$ cat src/hw/rtl/esrt_pkg.sv
`default_nettype none
package esrt_pkg;

    localparam int IN_SAMPLE_W = 16;
    localparam int STAT_W      = 32;
    localparam int FRAC_BITS   = 16;
    localparam int QUEUE_DEPTH = 4;
    localparam int QPTR_W      = 2;
    localparam int QCNT_W      = 3;

    localparam logic [STAT_W-1:0] STAT_MAX = 32'hFFFF_FFFF;

    typedef enum logic [1:0] {
        ST_OK    = 2'd0,
        ST_EMPTY = 2'd1,
        ST_ZDIV  = 2'd2,
        ST_DROP  = 2'd3
    } status_t;

    // one queued item
    typedef struct packed {
        logic [IN_SAMPLE_W-1:0] sample;
        logic                   has_sample;
        logic                   last;
    } item_t;

endpackage
`default_nettype wire

$ cat src/hw/rtl/esrt_front.sv
`default_nettype none
module esrt_front
    import esrt_pkg::*;
(
    input  wire logic                   clk,
    input  wire logic                   rst_n,
    input  wire logic                   in_valid,
    output logic                        in_stall,
    input  wire logic [IN_SAMPLE_W-1:0] sample,
    input  wire logic                   has_sample,
    input  wire logic                   last,
    output logic                        q_valid,
    output item_t                       q_item,
    input  wire logic                   q_pop
);

    item_t             fifo_reg [QUEUE_DEPTH];
    logic [QPTR_W-1:0] wr_ptr_reg, wr_ptr_next;
    logic [QPTR_W-1:0] rd_ptr_reg, rd_ptr_next;
    logic [QCNT_W-1:0] cnt_reg, cnt_next;
    logic              push;
    logic              pop;

    assign in_stall = (cnt_reg == QCNT_W'(QUEUE_DEPTH));
    // items with neither a sample nor a set end do nothing, drop them here
    assign push     = in_valid && !in_stall && (has_sample || last);
    assign q_valid  = (cnt_reg != '0);
    assign pop      = q_pop && q_valid;
    assign q_item   = fifo_reg[rd_ptr_reg];

    always_comb
    begin
        wr_ptr_next = push ? wr_ptr_reg + 1'b1 : wr_ptr_reg;
        rd_ptr_next = pop ? rd_ptr_reg + 1'b1 : rd_ptr_reg;
        cnt_next    = cnt_reg + QCNT_W'(push) - QCNT_W'(pop);
    end

    always_ff @(posedge clk or negedge rst_n)
    begin
        if (!rst_n)
        begin
            wr_ptr_reg <= '0;
            rd_ptr_reg <= '0;
            cnt_reg    <= '0;
        end
        else
        begin
            wr_ptr_reg <= wr_ptr_next;
            rd_ptr_reg <= rd_ptr_next;
            cnt_reg    <= cnt_next;
        end
    end

    always_ff @(posedge clk)
    begin
        if (push)
        begin
            fifo_reg[wr_ptr_reg] <= '{sample: sample, has_sample: has_sample, last: last};
        end
    end

endmodule
`default_nettype wire

$ cat config.mk
export PLATFORM = sky130hd
export DESIGN_NAME = esrt_front
export DESIGN_NICKNAME = d
export VERILOG_FILES = /design/src/hw/rtl/esrt_pkg.sv /design/src/hw/rtl/esrt_front.sv
export SDC_FILE = /design/constraint.sdc
export NUM_CORES = 1
export LEC_CHECK = 0
export BUFFER_PORTS_ARGS = -buffer_cell sky130_fd_sc_hd__buf_4
export CAP_MARGIN = 25
export CORE_MARGIN = 1.5
export CORE_UTILIZATION = 55
export CTS_BUF_LIST = sky130_fd_sc_hd__clkbuf_8
export CTS_CLUSTER_DIAMETER = 80
export CTS_CLUSTER_SIZE = 28
export DETAILED_ROUTE_END_ITERATION = 7
export PLACE_DENSITY = 0.82
export SYNTH_ARGS = -nofsm -noshare
export SYNTH_HDL_FRONTEND = slang
export SYNTH_SLANG_ARGS = --single-unit
$ cat constraint.sdc
create_clock -name clk -period 2.5 [get_ports clk]
set_input_delay 0.25 -clock clk [delete_from_list [all_inputs] [get_ports clk]]
set_output_delay 0.25 -clock clk [all_outputs]
set_load 0.05 [all_outputs]
==> results of run 1 <==
==> layer usage <==
layer | wire length [microns] | global-route usage (%) | vias to the layer above
met5 | 0 | 0 | -
met4 | 71 | 7.27 | 0
met3 | 213 | 5.60 | 6
met2 | 2620 | 31.8 | 30
met1 | 1910 | 21.9 | 703
li1 | - | - | 625
==> Yosys cell counts, types with 3 or more instances <==
library cell	n
dfrtp_1	7
xnor2_1	4
buf_4	3
edfxtp_1	72
mux4_2	18
inv_1	6
ha_1	6
and2_2	4
==> power groups by stage <==
stage               combinational, W  sequential, W  clock [W]
floorplan                    0.00149        0.00180          0
global placement             0.00190        0.00184          0
detailed placement           0.00195        0.00187          0
CTS                          0.00196        0.00184   0.000942
global route                 0.00204        0.00186   0.000995
finish                       0.00193        0.00184   0.000928
==> critical path: stages, from the launching register on <==
cell and delay [ns]:
dfrtp_1 0.47, o31a_2 0.42, ha_1 0.28, inv_1 0.05
ha_1 0.14, inv_1 0.05, fa_1 0.37, xnor2_1 0.20
xnor2_1 0.16
==> cell type report <==
class / count / share of cell area (%)
Inverter: 6 / 0.620
Multi-Input combinational cell: 41 / 17.8
Tap cell: 70 / 2.41
Clock buffer: 11 / 4.17
Timing Repair Buffer: 45 / 9.37
Sequential cell: 79 / 64.3
Clock inverter: 5 / 1.34
==> how the worst max path moves through the flow <==
| stage | from | endpoint | slack [ns] |
|---|---|---|---|
| after floorplan | cnt_reg[1] | cnt_reg[2] | 0.1 |
| after global placement | cnt_reg[1] | cnt_reg[2] | 0.42 |
| after detailed placement | cnt_reg[1] | cnt_reg[2] | 0.29 |
| after CTS | cnt_reg[1] | cnt_reg[2] | 0.26 |
| after global routing | cnt_reg[2] | cnt_reg[2] | 0.10 |
| final | cnt_reg[1] | cnt_reg[2] | 0.29 |
==> timing repair <==
action	4_1_cts	5_1_grt
hold endpoints to repair	7	0
setup buffers	0	0
hold buffers	1	0
==> cells by family after synthesis <==
group	share of synthesized area [%]
adder cells (fa/ha/maj)	3.14
XOR/XNOR	1.44
AO/OA/AOI/OAI	0.495
AND/OR/NAND/NOR	2.35
buffers and inverters	1.65
flip-flops	77.1
multiplexers	13.9
==> per-stage QoR <==
stage                     hold slack [ns]  setup WS, ns
after global routing               0.0932         0.104
after floorplan                   -0.0456        0.0971
final                               0.110         0.285
after CTS                          0.0955         0.258
after detailed placement           0.0662         0.289
after global placement             0.0628         0.420
==> results by group, run 1 <==
Timing
  – Skew final: 0.00763 ns
  – Setup TNS Final: 0 ns
  – Max Freq: 451 MHz
  – Max_slew headroom: 66.9%
  – Final period util: 88.6%
  – Worst slew pin tran: 0.497 ns
  – Min Clock Period, post-route: 2.21 ns
  – Endpoints failing setup: 0
  – Max Slew Vio Count: 0
  – Unrepaired setup endpoints after global routing: no
  – Final hold viol count: 0

Power and ir drop
  – Sw frac: 37.3%
  – Final Power: about 0.0047 W
  – Psw: 0.00175 W
  – Logic pwr share: 41.0%
  – Internal power consumption: between 0.002 and 0.003 W
  – Reg power frac: between 30% and 40%
  – Peak VDD IR: between 800 and 900 uV
  – Leak: 1.31 nW
  – Clock group share of total power: 19.8%
  – Cell Pwr Density: 1290 mW/mm^2

Yosys
  – Top cell type's share of synthesized area: 71.3%
  – Avg Cell Area, Syn: approximately 23 sq um
  – Mapped Nets: 159
  – Post-synthesis register bit count: 79
  – Post-synth top flop: edfxtp_1
  – Sequential area share after synthesis: 77.1%
  – Synth warn: 0
  – Synth Cell Area: 0.00303 sq mm
  – Number of enable flip-flop cells after synthesis: 72
  – Mapped Cells: 130
  – Area contributors post-synth: edfxtp_1, mux4_2, dfrtp_1
  – Post-synth cell types: 18
  – Area leader, netlist: edfxtp_1
  – Fraction of registers with async set/reset: 8.86%

Global routing
  – Vias in the first global route: 1553
  – Gr ovfl total: 0
  – GRT Overall Usage: approximately 19%
  – First-pass GRT wire length: 7940 microns
  – Largest net degree at the start of global routing: 19
  – Initial antenna violation count: 0

Finish
  – Commonest non-fill, non-tap cell in the layout: edfxtp_1
  – Post-layout util: 69.8%
  – Commonest non-fill, non-tap cells in the layout: edfxtp_1, buf_4, mux4_2, clkbuf_8
  – Fraction of layout cells with a size suffix above 1: 46.0%
  – Design Area, Final: 0.00363 sq mm
  – Area of the multi-input gates: 646 sq um
  – N_diodes: 0
  – P&R area growth vs syn: 19.8%
  – Post-Layout Cell Count: roughly 260
  – NumNets Final: 211
  – Fill count: 342
  – Max reg flops: 72
  – Reg area: 0.00234 sq mm

Route
  – Routed length per instance: 18.8 microns
  – Final WL: 4820 microns
  – Antenna viol nets, final: 0
  – 1st-iter DRT viols: 94
  – Pre-Repair DR Iteration Count: 4
  – Via density per instance: about 5.3
  – # DRC: 0
  – DR vias: 1364

Placed design
  – Dpl hpwl: 3220 microns
  – GPL Wtd Cong: about 0.71
  – Port-buffer cells: 41
  – Area after DPL: 0.00342 sq mm
  – Dpl cells: 240

Die
  – Core area: about 0.0052 sq mm
  – Die height: 77.3 microns
  – # rows: 26
  – Die area: 0.00597 sq mm
  – Initial core utilization: 58.3%
  – Die X: 77.3 microns
  – I/O pins: between 40 and 50

Clock tree
  – CTS tree: built
  – Clock sinks: 79
  – Post_cts resized: 0
  – Skew-Pair Late Insertion Delay: 0.33 ns
  – CTS HTree Levels: 3
  – TritonCTS Buffers: 9
  – Longest Clk Path Bufs: 2
  – Clock transition at path regs: around 0.080 ns
  – Root buffer cell: clkbuf_8

Hold path
  – Hold Crit Endpoint: fifo_reg[0][14]
  – Worst min-delay path class: in -> reg
  – Hold Crit Depth: 1
  – Hold Crit Start: sample[12]

Setup path
  – Req. time, crit path: 2.75 ns
  – Arrival @ worst endpoint: 2.47 ns
  – Reg2reg start: cnt_reg[1]
  – Kind of end point of the critical path: flip-flop
  – CP Launch Type: flip-flop
  – Reg2reg end: cnt_reg[2]
  – R2R Setup Slk: 0.29 ns
  – Critical path class: reg -> reg
  – Cell depth of the worst flop-to-flop path: 8
  – CP Max Fanout: 5

Run
  – Max-cap violations: 0

Outcome
  – Status: finished, final reports clean
No activity file was read; power rests on OpenSTA's default activity.
==> run 2: changes to the inputs <==
==> constraint.sdc (replaced) <==
create_clock -name clk -period 2.5 [get_ports clk]
set_input_delay 0.75 -clock clk [delete_from_list [all_inputs] [get_ports clk]]
set_output_delay 0.75 -clock clk [all_outputs]
set_load 0.05 [all_outputs]
==> run 2 against run 1 <==
Effect of this change: utilization is 0.26 points higher; sequential cell count stayed put; setup slack worse by 0.23 ns; sequential power hardly changed; register-to-register slack worse by 0.02 ns; final cell count is 0.39% higher; largest cell class unchanged; largest power group unchanged.
==> results by group, run 2 (synthesis results as in run 1) <==
Outcome
  – Status: finished, final reports clean (unchanged)

Placed design
  – Port-buffer cells: 41 (unchanged)
  – Dpl hpwl: 3330 microns (was 3220 microns)
  – Dpl cells: 242 (was 240)
  – GPL Wtd Cong: 0.707 (was 0.712)
  – Area after DPL: 0.00344 sq mm (was 0.00342 sq mm)

Finish
  – Commonest non-fill, non-tap cell in the layout: edfxtp_1 (unchanged)
  – Fill count: 336 (was 342)
  – NumNets Final: 212 (was 211)
  – N_diodes: 0 (unchanged)
  – Max reg flops: 72 (unchanged)
  – Design Area, Final: 0.00365 sq mm (was 0.00363 sq mm)
  – Fraction of layout cells with a size suffix above 1: 46.3% (was 46.0%)
  – Post-Layout Cell Count: 258 (was 257)
  – Reg area: 0.00234 sq mm (unchanged)
  – Commonest non-fill, non-tap cells in the layout: edfxtp_1, buf_4, mux4_2, clkbuf_8, inv_1 (was edfxtp_1, buf_4, mux4_2, clkbuf_8)
  – Area of the multi-input gates: 646 sq um (unchanged)
  – P&R area growth vs syn: 20.3% (was 19.8%)

Hold path
  – Worst min-delay path class: in -> async (was in -> reg)

Clock tree
  – CTS HTree Levels: 3 (unchanged)
  – Skew-Pair Late Insertion Delay: 0.34 ns (was 0.33 ns)
  – Clock sinks: 79 (unchanged)
  – Number of hold buffers added after CTS: 0 (was 1)
  – TritonCTS Buffers: 9 (unchanged)
  – Clock transition at path regs: 0.07 ns (was 0.08 ns)
  – Postcts setup bufs: 0 (unchanged)
  – Longest Clk Path Bufs: 2 (unchanged)
  – Root buffer cell: clkbuf_8 (unchanged)
  – CTS tree: built (unchanged)

Power and ir drop
  – Logic pwr share: 42.0% (was 41.0%)
  – Internal power consumption: 0.00297 W (was 0.00294 W)
  – Sw frac: 37.5% (was 37.3%)
  – Psw: 0.00178 W (was 0.00175 W)
  – Peak VDD IR: 662 uV (was 803 uV)
  – Clock group share of total power: 19.7% (was 19.8%)
  – Leak: 1.32 nW (was 1.31 nW)
  – Cell Pwr Density: 1300 mW/mm^2 (was 1290 mW/mm^2)
  – Reg power frac: 38.4% (was 39.2%)

Die
  – # rows: 26 (unchanged)
  – Die area: 0.00597 sq mm (unchanged)
  – I/O pins: 42 (unchanged)
  – Die X: 77.3 microns (unchanged)
  – Core area: 0.00520 sq mm (unchanged)
  – Die height: 77.3 microns (unchanged)
  – Initial core utilization: 58.3% (unchanged)

Timing
  – Final hold viol count: 0 (unchanged)
  – Max Slew Vio Count: 0 (unchanged)
  – Skew final: 0.00813 ns (was 0.00763 ns)
  – Min Clock Period, post-route: 2.44 ns (was 2.21 ns)
  – Max Freq: 410 MHz (was 451 MHz)
  – Worst slew pin tran: 0.504 ns (was 0.497 ns)
  – Endpoints failing setup: 0 (unchanged)
  – Max_slew headroom: 66.4% (was 66.9%)
  – Final period util: 97.6% (was 88.6%)

Route
  – DR vias: 1374 (was 1364)
  – Routed length per instance: 19.4 microns (was 18.8 microns)
  – Via density per instance: 5.33 (was 5.31)
  – # DRC: 0 (unchanged)
  – Antenna viol nets, final: 0 (unchanged)
  – Final WL: 5020 microns (was 4820 microns)
  – Pre-Repair DR Iteration Count: 4 (unchanged)
  – 1st-iter DRT viols: 76 (was 94)

Global routing
  – Initial antenna violation count: 0 (unchanged)
  – M2 GR Usage: 31.1% (was 31.8%)
  – GRT Overall Usage: 18.6% (was 18.5%)
  – Vias in the first global route: 1542 (was 1553)
  – Most Crowded Layer GR: met2 (unchanged)
  – Global routing met1 resource utilization: 22.1% (was 21.9%)
  – GR Layer Usage met3: 5.83% (was 5.60%)
  – Gr ovfl total: 0 (unchanged)
  – First-pass GRT wire length: 7830 microns (was 7940 microns)
  – Largest net degree at the start of global routing: 19 (unchanged)

Setup path
  – CP endpoint: q_item[1] (was cnt_reg[2])
  – Kind of end point of the critical path: output pin (was flip-flop)
  – Buf/Inv on CP: 2 (unchanged)
  – CP top delay family: multiplexers (was adder cells)
  – Reg2reg end: cnt_reg[2] (unchanged)
  – Cell depth of the worst flop-to-flop path: 8 (unchanged)
  – Worst path cell trace: buf_6 > mux4_2 > buf_4 (was o31a_2 > ha_1 > inv_1 > ha_1 > inv_1 > fa_1 > xnor2_1 > xnor2_1)
  – CP Max Fanout: 11 (was 5)
  – Critical path class: reg -> out (was reg -> reg)
  – Critical path startpoint: rd_ptr_reg[0] (was cnt_reg[1])
  – CP Launch Type: flip-flop (unchanged)
  – Crit path max-delay cell type: mux4_2 (was dfrtp_1)
  – Req. time, crit path: 1.75 ns (was 2.75 ns)
  – R2R Setup Slk: 0.27 ns (was 0.29 ns)
  – Worst path max stage delay: 0.52 ns (was 0.47 ns)
  – Arrival @ worst endpoint: 1.69 ns (was 2.47 ns)
  – Reg2reg start: cnt_reg[1] (unchanged)
  – Critical Path Stages: 3 (was 8)

Run
  – Max-cap violations: 0 (unchanged)
[run 2: cell count changes in the layout (fill, tap and decap cells not counted), sizes merged]
cell and delta:
clkinv -2, buf +2, clkinvlp +1, inv +1
dlygate4sd3 -1
[run 2: worst min-delay path by stage]
stage | end | slack, ns | depth (start not counted)
CTS | cnt_reg[2] | 0.20 | 1
detailed placement | cnt_reg[1] | 0.57 | 1
finish | cnt_reg[2] | 0.21 | 1
global placement | wr_ptr_reg[1] | 0.55 | 1
floorplan | cnt_reg[0] | 0.45 | 0
global route | cnt_reg[2] | 0.19 | 1
[run 2: area by class of cell]
cell class                 instances  share of cell area (%)
tap                               70                    2.40
multi-input combinational         41                    17.7
inverter                           6                   0.617
clock inverter                     5                    1.37
clock buffer                      11                    4.15
sequential                        79                    64.1
timing repair buffer              46                    9.67
[run 2: what timing repair did]
item | 4_1_cts | 5_1_grt
endpoints found under the setup margin | 0 | 14
hold endpoints to repair | 0 | 0
resized for setup | 0 | 2
[run 2: metal layers]
metal  wire, microns  up-vias  share of wire, %
met1            2040      698                41
li1                -      626                 -
met2            2680       39                53
met3             207       11               4.1
met5               0        -                 0
met4              91        0               1.8
[run 2: per-stage QoR]
stage                     total power (W)  utilization, %  hold slack [ns]  setup slack (ns)  TNS, ns
after floorplan                   0.00330               -            0.454            0.0971        0
after global placement            0.00376            66.1            0.551            0.0444        0
after detailed placement          0.00386            66.1            0.570           -0.0997  -0.0997
after CTS                         0.00478            69.9            0.198          0.000643        0
after global routing              0.00494            70.1            0.194          -0.00919  -0.0189
final                             0.00475            70.1            0.209            0.0595        0
[run 2: power groups by stage]
| stage | Clock (W) | Sequential (W) | Combinational, W |
|---|---|---|---|
| floorplan | 0 | 0.00180 | 0.00149 |
| global placement | 0 | 0.00182 | 0.00195 |
| detailed placement | 0 | 0.00185 | 0.00201 |
| CTS | 0.000946 | 0.00182 | 0.00201 |
| global route | 0.000995 | 0.00184 | 0.00210 |
| finish | 0.000935 | 0.00182 | 0.00199 |
